$ cat config.mk
export PLATFORM = sky130hd
export DESIGN_NAME = slot_table_allocator_core
export DESIGN_NICKNAME = d
export VERILOG_FILES = /design/src/hw/rtl/sta_pkg.sv /design/src/hw/rtl/slot_table_allocator_core.sv /design/src/hw/rtl/sta_free_search.sv
export SDC_FILE = /design/constraint.sdc
export NUM_CORES = 2
export LEC_CHECK = 0
export BUFFER_PORTS_ARGS = -buffer_cell sky130_fd_sc_hd__buf_2
export CAP_MARGIN = 25
export CORE_UTILIZATION = 30
export CTS_CLUSTER_DIAMETER = 80
export DETAILED_ROUTE_END_ITERATION = 10
export PLACE_DENSITY_LB_ADDON = 0.05
export SYNTH_ARGS = -nofsm -noshare
export SYNTH_HDL_FRONTEND = slang
export SYNTH_HIERARCHICAL = 1
export SYNTH_SLANG_ARGS = --single-unit
$ cat constraint.sdc
create_clock -name clk -period 9.45 [get_ports clk]
set_input_delay 1.4175 -clock clk [delete_from_list [all_inputs] [get_ports clk]]
set_output_delay 1.4175 -clock clk [all_outputs]
set_load 0.01 [all_outputs]
$ cat src/hw/rtl/sta_pkg.sv
`timescale 1ns / 1ps
// ----------------------------------------------------------------------------
// sta_pkg
// Shared types and constants of the slot table allocator.
// ----------------------------------------------------------------------------
package sta_pkg;

	localparam int SLOT_COUNT_DEF  = 64;
	localparam int VALUE_WIDTH_DEF = 64;

	localparam int CFG_W        = 7;
	localparam int ACTION_W     = 3;
	localparam int IDX_PORT_W   = 8;
	localparam int VALUE_PORT_W = 64;
	localparam int GRANT_W      = 6;
	localparam int STATUS_W     = 2;

	localparam int GROUP_SIZE = 16;
	localparam int OFF_W      = $clog2(GROUP_SIZE);

	typedef enum logic [ACTION_W-1:0] {
		ACT_ADD    = 3'd0,
		ACT_SET    = 3'd1,
		ACT_GET    = 3'd2,
		ACT_REMOVE = 3'd3,
		ACT_CHECK  = 3'd4
	} action_t;

	typedef enum logic [STATUS_W-1:0] {
		ST_OK        = 2'd0,
		ST_FULL      = 2'd1,
		ST_RANGE     = 2'd2,
		ST_UNCLAIMED = 2'd3
	} status_t;

	typedef enum logic {
		S_IDLE = 1'b0,
		S_EXEC = 1'b1
	} state_t;

endpackage

$ cat src/hw/rtl/slot_table_allocator_core.sv
`timescale 1ns / 1ps
// ----------------------------------------------------------------------------
// slot_table_allocator_core
// Slot table with claimed bits: add, set, get, remove and check requests.
//
// Request channel (req_valid / req_stall) carries action, slot_index and
// write_value; every request gives exactly one response on the response
// channel (rsp_valid / rsp_stall) with status, granted_index, read_value and
// is_claimed. The cfg channel (cfg_valid / cfg_ready) grows slots_in_use;
// smaller writes are ignored, larger ones saturate at SLOT_COUNT. Write it
// only while no request is in flight.
// The request is taken into the stage-1 registers; the response is registered
// in the output register when the execute state commits. A new request is
// taken only after the current one commits, set by the registered read of
// the value memory, the write-back and the registered free-slot search level.
// Reset clears all claimed bits and sets slots_in_use to min(64, SLOT_COUNT);
// values are not cleared. A stalled response holds in the output register;
// one further request is taken and completes when the register frees.
// ----------------------------------------------------------------------------
module slot_table_allocator_core #(
	parameter int SLOT_COUNT  = sta_pkg::SLOT_COUNT_DEF,
	parameter int VALUE_WIDTH = sta_pkg::VALUE_WIDTH_DEF
) (
	input  logic                            clk,
	input  logic                            arst_n,
	input  logic                            cfg_valid,
	output logic                            cfg_ready,
	input  logic [sta_pkg::CFG_W-1:0]        cfg_data,
	input  logic                            req_valid,
	output logic                            req_stall,
	input  logic [sta_pkg::ACTION_W-1:0]     action,
	input  logic [sta_pkg::IDX_PORT_W-1:0]   slot_index,
	input  logic [sta_pkg::VALUE_PORT_W-1:0] write_value,
	output logic                            rsp_valid,
	input  logic                            rsp_stall,
	output logic [sta_pkg::STATUS_W-1:0]     status,
	output logic [sta_pkg::GRANT_W-1:0]      granted_index,
	output logic [sta_pkg::VALUE_PORT_W-1:0] read_value,
	output logic                            is_claimed
);
	import sta_pkg::*;

	localparam int IDX_W       = $clog2(SLOT_COUNT);
	localparam int RESET_SLOTS = (SLOT_COUNT < 64) ? SLOT_COUNT : 64;
	localparam int CMP_W       = IDX_PORT_W + 1;

	state_t state_q, state_d;

	logic [CFG_W-1:0]      slots_q;
	logic [SLOT_COUNT-1:0] claimed_q;
	logic [SLOT_COUNT-1:0] usable;
	logic [SLOT_COUNT-1:0] free_vec;

	logic [VALUE_WIDTH-1:0] mem [SLOT_COUNT];
	logic [VALUE_WIDTH-1:0] rd_data_s1;

	action_t                act_s1;
	logic [IDX_PORT_W-1:0]  idx_s1;
	logic [VALUE_WIDTH-1:0] data_s1;

	logic                  found;
	logic [IDX_PORT_W-1:0] free_slot;

	logic                   req_take;
	logic                   out_free;
	logic                   commit;
	logic                   in_range;
	logic                   mem_we;
	logic [IDX_W-1:0]       mem_waddr;
	logic [VALUE_WIDTH-1:0] mem_wdata;
	logic                   claim_we;
	logic [IDX_W-1:0]       claim_addr;
	logic                   claim_val;

	status_t                 rsp_status;
	logic [GRANT_W-1:0]      rsp_grant;
	logic [VALUE_PORT_W-1:0] rsp_value;
	logic                    rsp_claimed;

	logic                    rsp_valid_q;
	status_t                 status_q;
	logic [GRANT_W-1:0]      granted_q;
	logic [VALUE_PORT_W-1:0] read_value_q;
	logic                    is_claimed_q;

	assign cfg_ready     = 1'b1;
	assign rsp_valid     = rsp_valid_q;
	assign status        = status_q;
	assign granted_index = granted_q;
	assign read_value    = read_value_q;
	assign is_claimed    = is_claimed_q;

	assign req_take = req_valid && !req_stall;
	assign out_free = !rsp_valid_q || !rsp_stall;

	always_comb begin
		for (int i = 0; i < SLOT_COUNT; i++) begin
			usable[i] = CMP_W'(i) < CMP_W'(slots_q);
		end
	end

	assign free_vec = usable & ~claimed_q;

	sta_free_search #(
		.SLOT_COUNT(SLOT_COUNT)
	) u_search (
		.clk      (clk),
		.capture  (req_take),
		.free_vec (free_vec),
		.found    (found),
		.slot     (free_slot)
	);

	// slots_in_use register: grow only, saturate at SLOT_COUNT
	always_ff @(posedge clk or negedge arst_n) begin
		if (!arst_n) begin
			slots_q <= CFG_W'(RESET_SLOTS);
		end else if (cfg_valid && cfg_ready) begin
			if (CMP_W'(cfg_data) > CMP_W'(SLOT_COUNT)) begin
				if (CMP_W'(SLOT_COUNT) > CMP_W'(slots_q)) begin
					slots_q <= CFG_W'(SLOT_COUNT);
				end
			end else if (cfg_data > slots_q) begin
				slots_q <= cfg_data;
			end
		end
	end

	always_ff @(posedge clk or negedge arst_n) begin
		if (!arst_n) begin
			state_q <= S_IDLE;
		end else begin
			state_q <= state_d;
		end
	end

	always_comb begin
		state_d   = state_q;
		req_stall = 1'b1;
		commit    = 1'b0;
		case (state_q)
			S_IDLE: begin
				req_stall = 1'b0;
				if (req_valid) begin
					state_d = S_EXEC;
				end
			end
			S_EXEC: begin
				if (out_free) begin
					commit  = 1'b1;
					state_d = S_IDLE;
				end
			end
			default: begin
				state_d = S_IDLE;
			end
		endcase
	end

	always_ff @(posedge clk) begin
		if (req_take) begin
			act_s1     <= action_t'(action);
			idx_s1     <= slot_index;
			data_s1    <= write_value[VALUE_WIDTH-1:0];
			rd_data_s1 <= mem[slot_index[IDX_W-1:0]];
		end
		if (mem_we) begin
			mem[mem_waddr] <= mem_wdata;
		end
	end

	assign in_range = CMP_W'(idx_s1) < CMP_W'(slots_q);

	always_comb begin
		rsp_status  = ST_OK;
		rsp_grant   = '0;
		rsp_value   = '0;
		rsp_claimed = 1'b0;
		mem_we      = 1'b0;
		mem_waddr   = idx_s1[IDX_W-1:0];
		mem_wdata   = data_s1;
		claim_we    = 1'b0;
		claim_addr  = idx_s1[IDX_W-1:0];
		claim_val   = 1'b1;
		case (act_s1)
			ACT_ADD: begin
				if (found) begin
					mem_we     = commit;
					mem_waddr  = free_slot[IDX_W-1:0];
					claim_we   = commit;
					claim_addr = free_slot[IDX_W-1:0];
					rsp_grant  = free_slot[GRANT_W-1:0];
				end else begin
					rsp_status = ST_FULL;
				end
			end
			ACT_SET: begin
				if (in_range) begin
					mem_we   = commit;
					claim_we = commit;
				end else begin
					rsp_status = ST_RANGE;
				end
			end
			ACT_GET: begin
				if (!in_range) begin
					rsp_status = ST_RANGE;
				end else if (!claimed_q[idx_s1[IDX_W-1:0]]) begin
					rsp_status = ST_UNCLAIMED;
				end else begin
					rsp_value = VALUE_PORT_W'(rd_data_s1);
				end
			end
			ACT_REMOVE: begin
				if (in_range) begin
					mem_we    = commit;
					mem_wdata = '0;
					claim_we  = commit;
					claim_val = 1'b0;
				end else begin
					rsp_status = ST_RANGE;
				end
			end
			ACT_CHECK: begin
				if (in_range) begin
					rsp_claimed = claimed_q[idx_s1[IDX_W-1:0]];
				end else begin
					rsp_status = ST_RANGE;
				end
			end
			default: begin
				rsp_status = ST_OK;
			end
		endcase
	end

	always_ff @(posedge clk or negedge arst_n) begin
		if (!arst_n) begin
			claimed_q <= '0;
		end else if (claim_we) begin
			claimed_q[claim_addr] <= claim_val;
		end
	end

	always_ff @(posedge clk or negedge arst_n) begin
		if (!arst_n) begin
			rsp_valid_q <= 1'b0;
		end else if (commit) begin
			rsp_valid_q <= 1'b1;
		end else if (!rsp_stall) begin
			rsp_valid_q <= 1'b0;
		end
	end

	always_ff @(posedge clk) begin
		if (commit) begin
			status_q     <= rsp_status;
			granted_q    <= rsp_grant;
			read_value_q <= rsp_value;
			is_claimed_q <= rsp_claimed;
		end
	end

	a_claimed_usable: assert property (@(posedge clk) disable iff (!arst_n)
		(claimed_q & ~usable) == '0)
		else $error("claimed bit set outside usable slots");

	a_grant_free: assert property (@(posedge clk) disable iff (!arst_n)
		(commit && act_s1 == ACT_ADD && found) |-> !claimed_q[free_slot[IDX_W-1:0]])
		else $error("add granted a claimed slot");

	a_slots_grow: assert property (@(posedge clk) disable iff (!arst_n)
		1'b1 |=> slots_q >= $past(slots_q))
		else $error("slots_in_use shrank");

	a_rsp_from_exec: assert property (@(posedge clk) disable iff (!arst_n)
		$rose(rsp_valid_q) |-> $past(state_q == S_EXEC))
		else $error("response raised outside execute state");

endmodule

$ cat src/hw/rtl/sta_free_search.sv
`timescale 1ns / 1ps
// ----------------------------------------------------------------------------
// sta_free_search
// Two-level lowest-free-slot search: per-group encoders, registered, then a
// priority pick over the groups.
// ----------------------------------------------------------------------------
module sta_free_search #(
	parameter int SLOT_COUNT = sta_pkg::SLOT_COUNT_DEF
) (
	input  logic                          clk,
	input  logic                          capture,
	input  logic [SLOT_COUNT-1:0]         free_vec,
	output logic                          found,
	output logic [sta_pkg::IDX_PORT_W-1:0] slot
);
	import sta_pkg::*;

	localparam int NGROUP = (SLOT_COUNT + GROUP_SIZE - 1) / GROUP_SIZE;
	localparam int PAD_W  = NGROUP * GROUP_SIZE;

	logic [PAD_W-1:0]  padded;
	logic [NGROUP-1:0] grp_any;
	logic [OFF_W-1:0]  grp_off [NGROUP];
	logic [NGROUP-1:0] grp_any_s1;
	logic [OFF_W-1:0]  grp_off_s1 [NGROUP];

	always_comb begin
		padded = '0;
		padded[SLOT_COUNT-1:0] = free_vec;
		for (int g = 0; g < NGROUP; g++) begin
			grp_any[g] = |padded[g*GROUP_SIZE +: GROUP_SIZE];
			grp_off[g] = '0;
			for (int o = GROUP_SIZE - 1; o >= 0; o--) begin
				if (padded[g*GROUP_SIZE + o]) begin
					grp_off[g] = OFF_W'(o);
				end
			end
		end
	end

	always_ff @(posedge clk) begin
		if (capture) begin
			grp_any_s1 <= grp_any;
			grp_off_s1 <= grp_off;
		end
	end

	always_comb begin
		found = |grp_any_s1;
		slot  = '0;
		for (int g = NGROUP - 1; g >= 0; g--) begin
			if (grp_any_s1[g]) begin
				slot = IDX_PORT_W'(g * GROUP_SIZE) + IDX_PORT_W'(grp_off_s1[g]);
			end
		end
	end

endmodule
==> impl_results.md <==
- TritonCTS buffer count: 530
- Crit-path max FO: 29
- Logic pwr share: 0.089
- Clock Latency Late Sink: 1.04 ns
- Sum Neg Setup Slack: 0 ns
- Leakage power: 60.8 nW
- Max_slew headroom: 0.272
- Hold buffer count at cts: 0
- Pins Over Slew Limit: 0
- HP Class: primary input to async pin
- Design area: 198000 um2
- IO Port Bufs: 161
- Die area: 565000 um2
- P per Cell Area: 237 nW/um2
- Initial antenna violation count: 75
- Crit path DAT: 6.23 ns
- Mapped Area: 169000 um2
- Post-route ant nets: 0
- Total track usage: 0.194
- Total power: 46.9 mW
- Syn_area_per_cell: 24.6 um2
- Sequential power share: 0.491
- Crit start category: flip-flop
- Synthesized Nets: 6947
- Sw Share: 0.247
- Sw Pwr: 11.6 mW
- Final #Nets: 7571
- Initial Utilization: 0.301
- First-pass GRT wire length: 745000 um
- WL final: 555000 um
- Slew at the pin closest to its max-slew limit: 1.09 ns
- Clock network fraction of total power: 0.420
- # rows: 275
- Syn Inst Count: 6847
- Fillers: 51.3k
- Cell internal pwr: 35.3 mW
- Worst-case clock buffer depth: 4
- Root Driver: clkbuf_16
- CORE AREA: 561000 um2
- Synth warn: 6
- Setup Fix Bufs, Post-CTS: 0
- Share of layout cells above drive strength 1: 0.347
- Setup-failing EPs final: 0
- Crit end category: flip-flop
- Clk sinks: 4401
- Die X-Extent: 752 um
- Status: completed
- Drt pass-1 iters: 8
- Gpl congestion: 0.761
- Layout area overhead: 17.3%
- Fin crit period: 5.57 ns
- Largest net degree at the start of global routing: 123
- Post-CTS sizing: 0
- Max-cap violation count: 0
- Max Clk Rate: 179 MHz
- Vias: 78.3k
- RSZ-0062 raised after global routing: no
- Hpwl dp: 305000 um
- # DRC: 0
- DR iter-0 viols: 7962
- Multi-input logic area: 36100 um2
- Clock skew: 0.0415 ns
- Die H: 752 um
- Maximum VDD drop: 0.154 mV
- Crit share post-route: 0.590
- CTS H-tree depth: 6
- Vias in the first global route: 81.7k
- Hold Vio Cnt, Final: 0
- Routed len/inst: 36.1 um
- Post-Place Cell Area: 181000 um2
- Vias per cell: 5.10
- Worst Path Required: 10.10 ns
- Overflow after GRT: 0
- FF/Latch Area: 132000 um2
- CTS tree: built
- Clk slew on worst S/H paths: 0.06 ns
- CP Class: flip-flop to flip-flop
- IO Pins: 163
==> flip-flops by register name, indices dropped and copies added (netlist names) <==
signal and flops:
u_search/grp_off_s1 16, act_s1 3, mem 4096, u_search/grp_any_s1 4
granted_index 6, rsp_valid 1, read_value 64, claimed_q 64
is_claimed 1, data_s1 64, slots_q 7, state_q 1
status 2, rd_data_s1 64, idx_s1 8
==> final timing paths <==
check	startpoint	end	slack, ns	depth (start not counted)
min in group clk	rsp_valid	rsp_valid	0.53	2
setup reg to reg	slots_q[6]	mem[11][36]	3.88	11
max in group asynchronous	arst_n	claimed_q[54]	7.89	2
hold reg to reg	rsp_valid	rsp_valid	0.53	2
hold / removal	arst_n	claimed_q[52]	0.46	1
setup / recovery	slots_q[6]	mem[11][36]	3.88	11
==> layer usage <==
metal | share of wire | up-vias | GRT usage
met5 | 0.00015 | - | 0
met2 | 0.47 | 2377 | 0.314
met3 | 0.060 | 602 | 0.0380
met1 | 0.45 | 44300 | 0.275
li1 | - | 31000 | -
met4 | 0.019 | 12 | 0.0377
==> power groups by stage <==
stage | registers (mW) | logic, mW | clock network (mW)
2_1_floorplan | 23.4 | 2.21 | 0
3_3_place_gp | 23.5 | 4.18 | 0
3_5_place_dp | 23.5 | 4.30 | 0
4_1_cts | 23.1 | 4.30 | 20.3
5_1_grt | 23.1 | 4.51 | 20.9
6_report | 23.0 | 4.19 | 19.7
==> cell type report <==
type,count,area share
flip-flops and latches,4401,0.666
multi-input cells,2044,0.182
clock buffers,671,0.0706
well taps,7479,0.0473
repair buffers,461,0.0191
clock inverters,261,0.0134
inverters,33,0.000652
diodes,19,0.000240
==> worst max-delay path, cell delays in order (launching register included) <==
cell and delay (ns):
dfstp_2 0.72, inv_1 0.34, ha_1 0.45, inv_1 0.10, o211ai_1 0.15, nor4_1 0.61
o211ai_1 0.23, buf_4 0.32, buf_4 0.38, a211oi_4 0.29, buf_4 0.81, buf_4 0.64
==> per-stage QoR <==
stage / utilization / worst slack [ns] / std cells / hold slack [ns]
floorplan: - / 0.0451 / 6847 / 0.498
global placement: 0.323 / 3.68 / 14400 / 0.532
detailed placement: 0.323 / 3.61 / 14400 / 0.530
CTS: 0.353 / 3.88 / 15300 / 0.357
global route: 0.353 / 3.66 / 15400 / 0.419
finish: 0.353 / 3.88 / 15400 / 0.456
==> cells in the final DEF (no fill, tap or decap), drive strengths merged, types with 15 or more instances in the layout <==
cell type  count
buf          458
clkinv       190
nor3b         70
mux2          67
edfxtp      4328
nor2          80
clkbuf       673
o21ai         38
inv           60
mux4        1356
bufinv        32
and2          69
mux2i         17
nand2         68
nor3          15
a211oi        70
a21oi         79
diode         19
dfrtp         72
Power figures use the tool's default switching activity.
